===== config.mk =====
export PLATFORM = sky130hd
export DESIGN_NAME = lru_key_value_cache_top_flat
export DESIGN_NICKNAME = d
export VERILOG_FILES = /design/src/hdl/lkv_pkg.sv /design/src/hdl/lkv_if.sv /design/src/hdl/lkv_cell.sv /design/src/hdl/lkv_cell_row.sv /design/src/hdl/lru_key_value_cache_top.sv /design/src/flat_wrapper.sv
export SDC_FILE = /design/constraint.sdc
export NUM_CORES = 2
export LEC_CHECK = 0
export ABC_AREA = 0
export BUFFER_PORTS_ARGS = -buffer_cell sky130_fd_sc_hd__buf_2
export CORE_ASPECT_RATIO = 0.75
export CORE_UTILIZATION = 50
export DETAILED_ROUTE_END_ITERATION = 10
export PLACE_DENSITY = 0.64
export SYNTH_ARGS = -nofsm -noshare
export SYNTH_HDL_FRONTEND = slang
export SYNTH_HIERARCHICAL = 1
export SYNTH_SLANG_ARGS = --single-unit

===== constraint.sdc =====
create_clock -name clk -period 10.17 [get_ports clk]
set_input_delay 2.5425 -clock clk [delete_from_list [all_inputs] [get_ports clk]]
set_output_delay 2.5425 -clock clk [all_outputs]
set_load 0.1 [all_outputs]

===== src/hdl/lkv_pkg.sv =====
// Package for the LRU key-value cache: field widths, register map,
// control struct and state type. Depends on nothing.
package lkv_pkg;

	localparam int DEF_ENTRIES = 16;
	localparam int KEY_W = 32;
	localparam int VAL_W = 31;
	localparam int RD_W = 32;
	localparam int CAP_W = 5;
	localparam int PADDR_W = 3;
	localparam int PDATA_W = 32;

	localparam logic [CAP_W-1:0] CAP_RESET = 5'd16;
	localparam logic [RD_W-1:0] MISS_VALUE = 32'hFFFF_FFFF;
	localparam logic REG_CAPACITY = 1'b0;
	localparam logic OP_GET = 1'b0;
	localparam logic OP_SET = 1'b1;

	typedef enum logic [1:0] {
		ST_IDLE,
		ST_LOOKUP,
		ST_UPDATE
	} state_t;

	typedef struct packed {
		logic lookup;
		logic update;
		logic touch;
		logic write_hit;
		logic insert;
		logic evict;
	} ctl_t;

endpackage


===== src/hdl/lkv_if.sv =====
// Request and response channel interfaces for the LRU key-value cache.
// Depends on lkv_pkg.
interface lkv_req_if;
	logic valid;
	logic ready;
	logic op;
	logic signed [lkv_pkg::KEY_W-1:0] key;
	logic [lkv_pkg::VAL_W-1:0] value;
	modport source (output valid, op, key, value, input ready);
	modport sink (input valid, op, key, value, output ready);
endinterface

interface lkv_rsp_if;
	logic valid;
	logic ready;
	logic found;
	logic signed [lkv_pkg::RD_W-1:0] read_value;
	modport source (output valid, found, read_value, input ready);
	modport sink (input valid, found, read_value, output ready);
endinterface


===== src/hdl/lkv_cell.sv =====
// One cache cell: key, value, valid flag and recency rank of one entry.
// Passes the free-slot token to its neighbour. Depends on lkv_pkg.
module lkv_cell #(
	parameter int RANK_W = 4
) (
	input  logic                      clk,
	input  logic                      arst_n,
	input  lkv_pkg::ctl_t             ctl,
	input  logic [lkv_pkg::KEY_W-1:0] key,
	input  logic [lkv_pkg::VAL_W-1:0] value,
	input  logic [RANK_W-1:0]         hit_rank,
	input  logic [RANK_W-1:0]         keep,
	input  logic                      free_in,
	output logic                      free_out,
	output logic                      match,
	output logic                      valid,
	output logic [RANK_W-1:0]         rank,
	output logic [lkv_pkg::VAL_W-1:0] entry_value
);

	logic                      valid_q;
	logic                      match_q;
	logic [RANK_W-1:0]         rank_q;
	logic [lkv_pkg::KEY_W-1:0] key_q;
	logic [lkv_pkg::VAL_W-1:0] value_q;
	logic                      evicted;
	logic                      take;

	assign match       = valid_q && (key_q == key);
	assign evicted     = ctl.evict && valid_q && (rank_q >= keep);
	assign take        = (!valid_q || evicted) && !free_in;
	assign free_out    = free_in || !valid_q || evicted;
	assign valid       = valid_q;
	assign rank        = rank_q;
	assign entry_value = value_q;

	always_ff @(posedge clk or negedge arst_n) begin
		if (!arst_n) begin
			valid_q <= 1'b0;
			match_q <= 1'b0;
			rank_q  <= '0;
		end else if (ctl.lookup) begin
			match_q <= match;
		end else if (ctl.update) begin
			if (ctl.insert) begin
				if (take) begin
					valid_q <= 1'b1;
					rank_q  <= '0;
				end else if (evicted) begin
					valid_q <= 1'b0;
					rank_q  <= '0;
				end else if (valid_q) begin
					rank_q <= rank_q + RANK_W'(1);
				end
			end else if (ctl.touch) begin
				if (match_q) begin
					rank_q <= '0;
				end else if (valid_q && (rank_q < hit_rank)) begin
					rank_q <= rank_q + RANK_W'(1);
				end
			end
		end
	end

	always_ff @(posedge clk) begin
		if (ctl.update && ctl.insert && take) begin
			key_q   <= key;
			value_q <= value;
		end else if (ctl.update && ctl.write_hit && match_q) begin
			value_q <= value;
		end
	end

endmodule


===== src/hdl/lkv_cell_row.sv =====
// Row of cache cells chained by the free-slot token, with the hit reduction.
// Depends on lkv_pkg and lkv_cell.
module lkv_cell_row #(
	parameter int ENTRIES = lkv_pkg::DEF_ENTRIES,
	parameter int RANK_W  = (ENTRIES > 1) ? $clog2(ENTRIES) : 1
) (
	input  logic                      clk,
	input  logic                      arst_n,
	input  lkv_pkg::ctl_t             ctl,
	input  logic [lkv_pkg::KEY_W-1:0] key,
	input  logic [lkv_pkg::VAL_W-1:0] value,
	input  logic [RANK_W-1:0]         hit_rank,
	input  logic [RANK_W-1:0]         keep,
	output logic                      found,
	output logic [RANK_W-1:0]         found_rank,
	output logic [lkv_pkg::VAL_W-1:0] found_value,
	output logic [ENTRIES-1:0]        match_vec,
	output logic [ENTRIES-1:0]        valid_vec
);

	logic [ENTRIES:0]          free_c;
	logic [RANK_W-1:0]         rank_a  [ENTRIES];
	logic [lkv_pkg::VAL_W-1:0] value_a [ENTRIES];

	assign free_c[0] = 1'b0;

	for (genvar g = 0; g < ENTRIES; g++) begin : g_cell
		lkv_cell #(
			.RANK_W(RANK_W)
		) u_cell (
			.clk        (clk),
			.arst_n     (arst_n),
			.ctl        (ctl),
			.key        (key),
			.value      (value),
			.hit_rank   (hit_rank),
			.keep       (keep),
			.free_in    (free_c[g]),
			.free_out   (free_c[g+1]),
			.match      (match_vec[g]),
			.valid      (valid_vec[g]),
			.rank       (rank_a[g]),
			.entry_value(value_a[g])
		);
	end

	always_comb begin
		found_rank  = '0;
		found_value = '0;
		for (int i = 0; i < ENTRIES; i++) begin
			if (match_vec[i]) begin
				found_rank  = found_rank | rank_a[i];
				found_value = found_value | value_a[i];
			end
		end
	end

	assign found = |match_vec;

endmodule


===== src/hdl/lru_key_value_cache_top.sv =====
// Fully associative key-value cache with least-recently-used replacement.
// An accepted request is compared against every cell in the next cycle; the cells
// are then updated in ST_UPDATE once any earlier response has been taken, and the
// response is registered with that update. Only one request is in flight: a new
// one is accepted only in ST_IDLE. Reset leaves every entry invalid, the entry
// count at zero and capacity at 16; there is no clearing pass.
module lru_key_value_cache_top #(
	parameter int ENTRIES = lkv_pkg::DEF_ENTRIES
) (
	input  logic                        clk,
	input  logic                        arst_n,
	lkv_req_if.sink                     req,
	lkv_rsp_if.source                   rsp,
	input  logic                        psel,
	input  logic                        penable,
	input  logic                        pwrite,
	input  logic [lkv_pkg::PADDR_W-1:0] paddr,
	input  logic [lkv_pkg::PDATA_W-1:0] pwdata,
	output logic [lkv_pkg::PDATA_W-1:0] prdata,
	output logic                        pready
);

	localparam int RANK_W = (ENTRIES > 1) ? $clog2(ENTRIES) : 1;
	localparam int CNT_W  = $clog2(ENTRIES + 1);

	lkv_pkg::state_t           state_q;
	lkv_pkg::state_t           state_d;
	lkv_pkg::ctl_t             ctl;
	logic [lkv_pkg::CAP_W-1:0] capacity_q;
	logic [CNT_W-1:0]          cap_eff;
	logic [CNT_W-1:0]          count_q;
	logic [RANK_W-1:0]         keep;
	logic                      advance;
	logic                      set_ok;

	logic                      op_s1;
	logic [lkv_pkg::KEY_W-1:0] key_s1;
	logic [lkv_pkg::VAL_W-1:0] value_s1;

	logic                      hit_q;
	logic [RANK_W-1:0]         hit_rank_q;
	logic [lkv_pkg::VAL_W-1:0] hit_value_q;

	logic                      row_found;
	logic [RANK_W-1:0]         row_rank;
	logic [lkv_pkg::VAL_W-1:0] row_value;
	logic [ENTRIES-1:0]        match_vec;
	logic [ENTRIES-1:0]        valid_vec;

	logic                      rsp_valid_q;
	logic                      found_q;
	logic [lkv_pkg::RD_W-1:0]  read_value_q;

	assign pready = 1'b1;
	assign prdata = lkv_pkg::PDATA_W'(capacity_q);

	always_ff @(posedge clk or negedge arst_n) begin
		if (!arst_n) begin
			capacity_q <= lkv_pkg::CAP_RESET;
		end else if (psel && penable && pwrite && (paddr[2] == lkv_pkg::REG_CAPACITY)) begin
			capacity_q <= pwdata[lkv_pkg::CAP_W-1:0];
		end
	end

	always_comb begin
		if (int'(capacity_q) > ENTRIES) begin
			cap_eff = CNT_W'(ENTRIES);
		end else begin
			cap_eff = CNT_W'(capacity_q);
		end
	end

	assign keep    = RANK_W'(cap_eff - CNT_W'(1));
	assign advance = !rsp_valid_q || rsp.ready;
	assign set_ok  = (op_s1 == lkv_pkg::OP_SET) && (cap_eff != '0);

	always_comb begin
		state_d = state_q;
		case (state_q)
			lkv_pkg::ST_IDLE: begin
				if (req.valid) begin
					state_d = lkv_pkg::ST_LOOKUP;
				end
			end
			lkv_pkg::ST_LOOKUP: begin
				state_d = lkv_pkg::ST_UPDATE;
			end
			lkv_pkg::ST_UPDATE: begin
				if (advance) begin
					state_d = lkv_pkg::ST_IDLE;
				end
			end
			default: begin
				state_d = lkv_pkg::ST_IDLE;
			end
		endcase
	end

	always_comb begin
		req.ready     = 1'b0;
		ctl.lookup    = 1'b0;
		ctl.update    = 1'b0;
		ctl.touch     = hit_q && ((op_s1 == lkv_pkg::OP_GET) || set_ok);
		ctl.write_hit = set_ok && hit_q;
		ctl.insert    = set_ok && !hit_q;
		ctl.evict     = set_ok && !hit_q && (count_q >= cap_eff);
		case (state_q)
			lkv_pkg::ST_IDLE: begin
				req.ready = 1'b1;
			end
			lkv_pkg::ST_LOOKUP: begin
				ctl.lookup = 1'b1;
			end
			lkv_pkg::ST_UPDATE: begin
				ctl.update = advance;
			end
			default: begin
				req.ready = 1'b0;
			end
		endcase
	end

	always_ff @(posedge clk or negedge arst_n) begin
		if (!arst_n) begin
			state_q     <= lkv_pkg::ST_IDLE;
			rsp_valid_q <= 1'b0;
			count_q     <= '0;
		end else begin
			state_q <= state_d;
			if (ctl.update) begin
				rsp_valid_q <= 1'b1;
			end else if (rsp.ready) begin
				rsp_valid_q <= 1'b0;
			end
			if (ctl.update && ctl.insert) begin
				count_q <= ctl.evict ? cap_eff : count_q + CNT_W'(1);
			end
		end
	end

	always_ff @(posedge clk) begin
		if (req.valid && req.ready) begin
			op_s1    <= req.op;
			key_s1   <= req.key;
			value_s1 <= req.value;
		end
		if (ctl.lookup) begin
			hit_q       <= row_found;
			hit_rank_q  <= row_rank;
			hit_value_q <= row_value;
		end
		if (ctl.update) begin
			found_q <= hit_q;
			if ((op_s1 == lkv_pkg::OP_GET) && hit_q) begin
				read_value_q <= {1'b0, hit_value_q};
			end else begin
				read_value_q <= lkv_pkg::MISS_VALUE;
			end
		end
	end

	assign rsp.valid      = rsp_valid_q;
	assign rsp.found      = found_q;
	assign rsp.read_value = read_value_q;

	lkv_cell_row #(
		.ENTRIES(ENTRIES),
		.RANK_W (RANK_W)
	) u_row (
		.clk        (clk),
		.arst_n     (arst_n),
		.ctl        (ctl),
		.key        (key_s1),
		.value      (value_s1),
		.hit_rank   (hit_rank_q),
		.keep       (keep),
		.found      (row_found),
		.found_rank (row_rank),
		.found_value(row_value),
		.match_vec  (match_vec),
		.valid_vec  (valid_vec)
	);

	// The entry count always equals the number of valid cells.
	a_count_matches_valid: assert property (@(posedge clk) disable iff (!arst_n)
		$countones(valid_vec) == int'(count_q))
		else $error("entry count differs from number of valid cells");

	// Keys are unique among valid cells, so at most one cell matches.
	a_single_match: assert property (@(posedge clk) disable iff (!arst_n)
		$onehot0(match_vec))
		else $error("more than one cell matches the key");

	a_accept_to_lookup: assert property (@(posedge clk) disable iff (!arst_n)
		(req.valid && req.ready) |=> (state_q == lkv_pkg::ST_LOOKUP))
		else $error("accepted request did not enter lookup");

	a_update_gives_response: assert property (@(posedge clk) disable iff (!arst_n)
		ctl.update |=> (rsp_valid_q && (state_q == lkv_pkg::ST_IDLE)))
		else $error("cell update did not register a response");

endmodule

===== src/flat_wrapper.sv =====
// flat-port wrapper written by rule: the top's interface ports become plain ports
module lru_key_value_cache_top_flat 
#(
	parameter int ENTRIES = lkv_pkg::DEF_ENTRIES
)
  (clk, arst_n, psel, penable, pwrite, paddr, pwdata, prdata, pready, req_valid, req_op, req_key, req_value, req_ready, rsp_valid, rsp_found, rsp_read_value, rsp_ready);
  lkv_req_if req_i ();
  lkv_rsp_if rsp_i ();
  input  logic clk;
  input  logic arst_n;
  input  logic psel;
  input  logic penable;
  input  logic pwrite;
  input  logic [lkv_pkg::PADDR_W-1:0] paddr;
  input  logic [lkv_pkg::PDATA_W-1:0] pwdata;
  output logic [lkv_pkg::PDATA_W-1:0] prdata;
  output logic pready;
  input wire logic [$bits(req_i.valid)-1:0] req_valid;
  input wire logic [$bits(req_i.op)-1:0] req_op;
  input wire logic [$bits(req_i.key)-1:0] req_key;
  input wire logic [$bits(req_i.value)-1:0] req_value;
  output wire logic [$bits(req_i.ready)-1:0] req_ready;
  output wire logic [$bits(rsp_i.valid)-1:0] rsp_valid;
  output wire logic [$bits(rsp_i.found)-1:0] rsp_found;
  output wire logic [$bits(rsp_i.read_value)-1:0] rsp_read_value;
  input wire logic [$bits(rsp_i.ready)-1:0] rsp_ready;
  assign req_i.valid = req_valid;
  assign req_i.op = req_op;
  assign req_i.key = req_key;
  assign req_i.value = req_value;
  assign req_ready = req_i.ready;
  assign rsp_valid = rsp_i.valid;
  assign rsp_found = rsp_i.found;
  assign rsp_read_value = rsp_i.read_value;
  assign rsp_i.ready = rsp_ready;
  lru_key_value_cache_top #(.ENTRIES(ENTRIES)) u_core (.clk(clk), .arst_n(arst_n), .req(req_i), .rsp(rsp_i), .psel(psel), .penable(penable), .pwrite(pwrite), .paddr(paddr), .pwdata(pwdata), .prdata(prdata), .pready(pready));
endmodule

# After elaboration in Yosys (flattened, before gate mapping)
# Index checks and enable logic that the tools add are counted.
dict set report classes {
  n_addsub 18
  n_mul 0
  div_mod_pow 0
  order_cmp 34
  n_eq_ne 36
  shifts 0
  n_mux 219
  bitwise_logic 33
  n_reduce_logical 288
}
# cell count
set ops {}
lappend ops {{$mux 31} 48}
lappend ops {{$eq 32x32->1} 16}
lappend ops {{$mux 4} 128}
lappend ops {{$or 31x31->31} 15}
lappend ops {{$logic_and 1x1->1} 123}
lappend ops {{$reduce_and 5->1} 16}
lappend ops {{$reduce_bool 2->1} 34}
lappend ops {{$add 4x1->4 const B} 16}
lappend ops {{$ge 4x4->1} 16}
lappend ops {{$lt 4x4->1} 16}
lappend ops {{$ne 4x4->1 const B} 16}
lappend ops {{$reduce_and 4->1} 16}
lappend ops {{$or 4x4->4} 15}
lappend ops {{$reduce_bool 3->1} 16}
lappend ops {{$logic_or 1x1->1} 46}
lappend ops {{$mux 1} 37}
lappend ops {{$logic_not 1->1} 33}
lappend ops {{$mux 32} 1}
lappend ops {{$reduce_or 16->1} 1}
lappend ops {{$mux 5} 2}
lappend ops {{$pmux 2 s3} 1}
lappend ops {{$add 5x1->5 const B} 1}
lappend ops {{$ge 5x5->1} 1}
lappend ops {{$gt 5x5->1 const B} 1}
lappend ops {{10 further kinds} 13}
dict set report totals {
  reg_bits 1250
  latchBits 0
  ram_bits 0
  rom_bits 0
  out_inout_bits 68
  wordCells 721
  n_memories 0
}

# Longest topological paths before layout
dict set report logic_depth {
  depth_word 41
  mapped_depth 30
}

# Hierarchy
# The synthesis kept the hierarchy.
# mod n_inst cells_each area_per_inst_um2 seq_area_each_um2
set by_module_without_submodules {}
lappend by_module_without_submodules {lkv_cell 16 169 2810.2 2042.0}
lappend by_module_without_submodules {lru_key_value_cache_top 1 286 5307.6 4320.4}
lappend by_module_without_submodules {lkv_cell_row 1 385 3224.3 0.0}

# Worst setup path after synthesis
# Ideal clock, no wire load.
dict set report synth_timing {
  path_kind {reg-to-reg}
  startpoint {register u_core/capacity_q[0] (netlist bit)}
  endpoint {register u_core.u_row.g_cell[0].u_cell.value_q, in the netlist u_core/u_row/g_cell[0].u_cell/entry_value[0] (enable)}
  arrival_ns 8.795
  required_time_ns 9.794
  slack_ns 0.999
  path_stages_with_launch 10
  n_path_buf 0
  period_less_slack_ns 9.171
  path_cell_list {dfrtp_1 > nand2_1 > ha_1 > or4b_4 > nand2_1 > nor2_1 > nor2b_1 > nand2_1 > a21oi_1 > a31o_2}
}
dict set report synth_between {
  word_cells_on_any_way 18
  cone_classes {add/sub (1); order compare (3); mux (1); reduce/logical (13)}
}
# item line
set synth_rtl {}
lappend synth_rtl {{from (decl)} lru_key_value_cache_top.sv:29} ;# logic [lkv_pkg::CAP_W-1:0] capacity_q;
lappend synth_rtl {{from (signal assigned)} lru_key_value_cache_top.sv:59} ;# capacity_q <= lkv_pkg::CAP_RESET;
lappend synth_rtl {{from (signal assigned)} lru_key_value_cache_top.sv:61} ;# capacity_q <= pwdata[lkv_pkg::CAP_W-1:0];
lappend synth_rtl {{$gt 5x5->1} lru_key_value_cache_top.sv:66} ;# if (int'(capacity_q) > ENTRIES) begin
lappend synth_rtl {{$mux 5 *} lru_key_value_cache_top.sv:66}
lappend synth_rtl {{$sub 4x1->4 *} lru_key_value_cache_top.sv:73} ;# assign keep = RANK_W'(cap_eff - CNT_W'(1));
lappend synth_rtl {{via u_core.keep[0]} lru_key_value_cache_top.sv:32} ;# logic [RANK_W-1:0] keep;
lappend synth_rtl {{$ge 4x4->1 *} lkv_cell.sv:30} ;# assign evicted = ctl.evict && valid_q && (rank_q >= keep);
lappend synth_rtl {{$logic_and 1x1->1 *} lkv_cell.sv:30}
lappend synth_rtl {{$logic_or 1x1->1 *} lkv_cell.sv:31} ;# assign take = (!valid_q || evicted) && !free_in;
lappend synth_rtl {{$logic_and 1x1->1 *} lkv_cell.sv:66} ;# if (ctl.update && ctl.insert && take) begin
lappend synth_rtl {{$reduce_bool 2->1 (no source line) *} --}
lappend synth_rtl {{to (signal assigned)} lkv_cell.sv:68} ;# value_q <= value;
lappend synth_rtl {{to (signal assigned)} lkv_cell.sv:70} ;# value_q <= value;
lappend synth_rtl {{to (decl)} lkv_cell.sv:25} ;# logic [lkv_pkg::VAL_W-1:0] value_q;
# The timed path passes the listed nets; every way through them passes the cells marked *.
# A chain may end at the register's enable or synchronous reset.

# Worst setup path in the final report
dict set report layout_timing {
  startpoint {register u_core/capacity_q[4] (netlist bit)}
  endpoint {register u_core.u_row.g_cell[15].u_cell.value_q, in the netlist u_core/u_row/g_cell[15].u_cell/entry_value[29] (enable)}
}
dict set report layout_between {
  word_cells_on_any_way 94
  cone_classes {add/sub (1); order compare (18); mux (1); reduce/logical (74)}
}
# item line
set layout_rtl {}
lappend layout_rtl {{$gt 5x5->1} lru_key_value_cache_top.sv:66}
lappend layout_rtl {{$mux 5} lru_key_value_cache_top.sv:66}
lappend layout_rtl {{$sub 4x1->4} lru_key_value_cache_top.sv:73}
lappend layout_rtl {{via u_core.keep[0]} lru_key_value_cache_top.sv:32}
lappend layout_rtl {{$ge 4x4->1} lkv_cell.sv:30}
lappend layout_rtl {{$logic_and 1x1->1} lkv_cell.sv:30}
lappend layout_rtl {{$logic_or 1x1->1} lkv_cell.sv:32} ;# assign free_out = free_in || !valid_q || evicted;
lappend layout_rtl {{via u_core.u_row.free_c[1]} lkv_cell_row.sv:21} ;# logic [ENTRIES:0] free_c;
lappend layout_rtl {{(+2 left out)} --}
lappend layout_rtl {{via u_core.u_row.free_c[2]} lkv_cell_row.sv:21}
lappend layout_rtl {{(+2 left out)} --}
lappend layout_rtl {{via u_core.u_row.free_c[3]} lkv_cell_row.sv:21}
lappend layout_rtl {{(+2 left out)} --}
lappend layout_rtl {{via u_core.u_row.free_c[4]} lkv_cell_row.sv:21}
lappend layout_rtl {{(+2 left out)} --}
lappend layout_rtl {{via u_core.u_row.free_c[5]} lkv_cell_row.sv:21}
lappend layout_rtl {{(+2 left out)} --}
lappend layout_rtl {{via u_core.u_row.free_c[6]} lkv_cell_row.sv:21}
lappend layout_rtl {{(+2 left out)} --}
lappend layout_rtl {{via u_core.u_row.free_c[7]} lkv_cell_row.sv:21}
lappend layout_rtl {{(+2 left out)} --}
lappend layout_rtl {{via u_core.u_row.free_c[8]} lkv_cell_row.sv:21}
lappend layout_rtl {{(+2 left out)} --}
lappend layout_rtl {{via u_core.u_row.free_c[9]} lkv_cell_row.sv:21}
lappend layout_rtl {{(+2 left out)} --}
lappend layout_rtl {{via u_core.u_row.free_c[10]} lkv_cell_row.sv:21}
lappend layout_rtl {{(+2 left out)} --}
lappend layout_rtl {{via u_core.u_row.free_c[11]} lkv_cell_row.sv:21}
lappend layout_rtl {{(+2 left out)} --}
lappend layout_rtl {{via u_core.u_row.free_c[12]} lkv_cell_row.sv:21}
lappend layout_rtl {{(+2 left out)} --}
lappend layout_rtl {{via u_core.u_row.free_c[13]} lkv_cell_row.sv:21}
lappend layout_rtl {{$logic_or 1x1->1 (2 in series)} lkv_cell.sv:32}
lappend layout_rtl {{via u_core.u_row.free_c[14]} lkv_cell_row.sv:21}
lappend layout_rtl {{$logic_or 1x1->1 (2 in series)} lkv_cell.sv:32}
lappend layout_rtl {{via u_core.u_row.free_c[15]} lkv_cell_row.sv:21}
lappend layout_rtl {{$logic_not 1->1} lkv_cell.sv:31}
lappend layout_rtl {{$logic_and 1x1->1} lkv_cell.sv:31}
lappend layout_rtl {{$logic_and 1x1->1} lkv_cell.sv:66}
lappend layout_rtl {{$reduce_bool 2->1 (no source line)} --}
lappend layout_rtl {{to (signal assigned)} lkv_cell.sv:68}
lappend layout_rtl {{to (signal assigned)} lkv_cell.sv:70}
lappend layout_rtl {{to (decl)} lkv_cell.sv:25}
# The timed path passes the listed nets, and every way through them passes these cells.

==> results.py <==
metrics = {
    "grt": {
        "grt_overflow": 0,
        "grt_max_degree": 72,
        "grt_antenna_before_repair": 6,
        "grt_pass1_vias": 28700,
        "track_usage_pct": 22.9,
        "grt_pass1_wl_mm": 185,
    },
    "clocking": {
        "cts_root_buf": "clkbuf_16",
        "post_cts_resized": 0,
        "postCtsSetupRepairBufs": 0,
        "cts_made_buffers": 116,
        "clkTransAtPathRegs_ns": 0.06,
        "htreeDepth": 3,
        "cts_buffer_depth": 3,
        "clk_latency_ns": 0.76,
        "hold_buffers": 0,
        "cts_tree": "done",
        "cts_sinks": 1250,
    },
    "worst_hold_path": {
        "holdCritPathClass": "flip-flop to flip-flop",
        "min_path_cells": 1,
        "min_from": "u_core/hit_value_q[29]$_DFFE_PP_",
    },
    "critical_path": {
        "r2r_slack_ns": 1.83,
        "crit_slowest_cell": "dfstp_2",
        "cp.depth": 30,
        "r2r_start": "u_core/capacity_q[4]$_DFFE_PN1P_",
        "cp.required_ns": 10.52,
        "arrival_ns": 8.69,
        "critPathLaunchType": "flip-flop",
        "cp_common_cell": "nand3b_1",
        "slowest_delay_ns": 0.56,
        "cp_max_fo": 31,
        "worst_setup_path_end_kind": "flip-flop",
        "startpoint": "u_core/capacity_q[4]$_DFFE_PN1P_",
        "criticalPathCategory": "flip-flop to flip-flop",
        "reg2regPathDepth": 30,
        "path_delay_family": "simple AND/OR/NAND/NOR gates",
        "path_buf_inv": 4,
    },
    "sta": {
        "tns_ns": 0,
        "maxSlewViolCount": 0,
        "min_period_over_period_pct": 82.0,
        "grt_setup_unrepaired": "no",
        "whs_ns": 0.499,
        "hold_violations": 0,
        "tightest_slew_ns": 1.14,
        "max-slew-margin-rel_pct": 23.8,
        "finalClockSkew_ns": 0.0973,
        "setup_violations": 0,
        "fmax_mhz": 120,
        "period_needed_ns": 8.34,
    },
    "pwr": {
        "p_total_uw": 11900,
        "pwr-share-clk_pct": 37.2,
        "p_sw_share_pct": 26.1,
        "power_frac_seq_pct": 50.6,
        "intPower_uw": 8780,
        "switchingPower_uw": 3110,
        "combPwrFrac_pct": 12.2,
        "power_density_nw_per_um2": 198,
        "p_leak_uw": 0.0207,
        "peakVddDrop_mv": 0.155,
    },
    "place": {
        "hpwl_mm": 70.1,
        "port-buffer-count": 116,
        "placed_cells": 4918,
        "gp_congestion": 0.835,
    },
    "routing": {
        "drc": 0,
        "met3WireLength_mm": 9.80,
        "vias_per_cell": 5.81,
        "drt_first_iter_violations": 2943,
        "maxUsedRoutingLayer": "met4",
        "wl_met1_mm": 58.7,
        "ant_nets": 0,
        "routed_wl_mm": 124,
        "wl_met2_mm": 53.5,
        "dr.pass1.iters": 5,
        "vias": 29800,
        "post_drt_wl_per_cell_um": 24.1,
    },
    "finish": {
        "final_common_cell": "edfxtp_1",
        "register_area_um2": 37000,
        "layout-drive-gt1-share_pct": 14.7,
        "fillCellCount": 8216,
        "nets": 3860,
        "area_growth_pct": 12.3,
        "multi_input_area_um2": 15600,
        "mostFrequentLayoutCells": "edfxtp_1, xnor2_1, a22o_1",
        "fin_cells": 5134,
    },
    "run": {
        "cap_violations": 0,
    },
    "floorplan": {
        "start_util_pct": 50.6,
        "die-width_um": 380,
        "die_h_um": 285,
        "dieArea_um2": 108000,
        "core_region_area_um2": 106000,
        "top_level_ports": 174,
        "row_count": 103,
    },
    "outcome": {
        "status": "completed",
    },
    "synthesis": {
        "yosys_warnings": 6,
        "syn_area_per_cell_um2": 15.9,
        "syn_inst": 3374,
        "netlist_area_um2": 53500,
    },
}
==> power by group through the flow <==
stage | Clock [uW] | Sequential [uW] | Combinational [uW]
detailed placement | 0 | 6120 | 1460
global route | 4700 | 6030 | 1590
finish | 4420 | 6010 | 1450
floorplan | 0 | 6340 | 772
global placement | 0 | 6110 | 1430
CTS | 4510 | 6010 | 1460
==> flip-flops by register name, summed over array words and instances, names as in the netlist, 4 cells and up <==
register / cells
u_core/u_row/g_cell.u_cell/key_q: 512
u_core/u_row/g_cell.u_cell/entry_value: 496
u_core/u_row/g_cell.u_cell/rank: 64
u_core/key_s1: 32
u_core/rsp.read_value: 32
u_core/hit_value_q: 31
u_core/value_s1: 31
u_core/u_row/g_cell.u_cell/match_q: 16
u_core/u_row/g_cell.u_cell/valid: 16
u_core/capacity_q: 5
u_core/count_q: 5
u_core/hit_rank_q: 4
==> final cells by class <==
class | instances | share of cell area (%)
tap | 1417 | 2.95
multi-input combinational | 1907 | 26.0
inverter | 134 | 0.837
clock buffer | 143 | 5.12
timing repair buffer | 210 | 2.14
sequential | 1250 | 61.6
clock inverter | 72 | 1.39
antenna | 1 | 0.00416
==> metal layers <==
layer  track usage [%]  vias up
li1                  -    13600
met1              35.1    15000
met2              33.4     1065
met3              5.16      136
met4              4.45        0
met5                 0        -
==> metrics by stage <==
stage | setup WS (ns) | utilization (%) | instance area, um2
6_report | 1.83 | 56.9 | 60100
5_1_grt | 1.17 | 56.9 | 60100
4_1_cts | 1.80 | 56.9 | 60100
3_5_place_dp | 1.87 | 53.2 | 56200
3_3_place_gp | 1.89 | 53.2 | 56200
2_1_floorplan | 0.999 | - | 53600
==> path summary, 6_finish.rpt <==
kind / endpoint
worst max-delay path: u_core/u_row/g_cell[15].u_cell/entry_value[29]$_DFFE_PP_
worst min register to register: u_core/rsp.read_value[29]$_SDFFCE_PN1P_
min in group asynchronous: u_core/u_row/g_cell[5].u_cell/rank[2]$_DFFE_PN0P_
worst min-delay path: u_core/rsp.read_value[29]$_SDFFCE_PN1P_
worst max register to register: u_core/u_row/g_cell[15].u_cell/entry_value[29]$_DFFE_PP_
max in group asynchronous: u_core/u_row/g_cell[8].u_cell/rank[0]$_DFFE_PN0P_
Power figures use the tool's default switching activity.
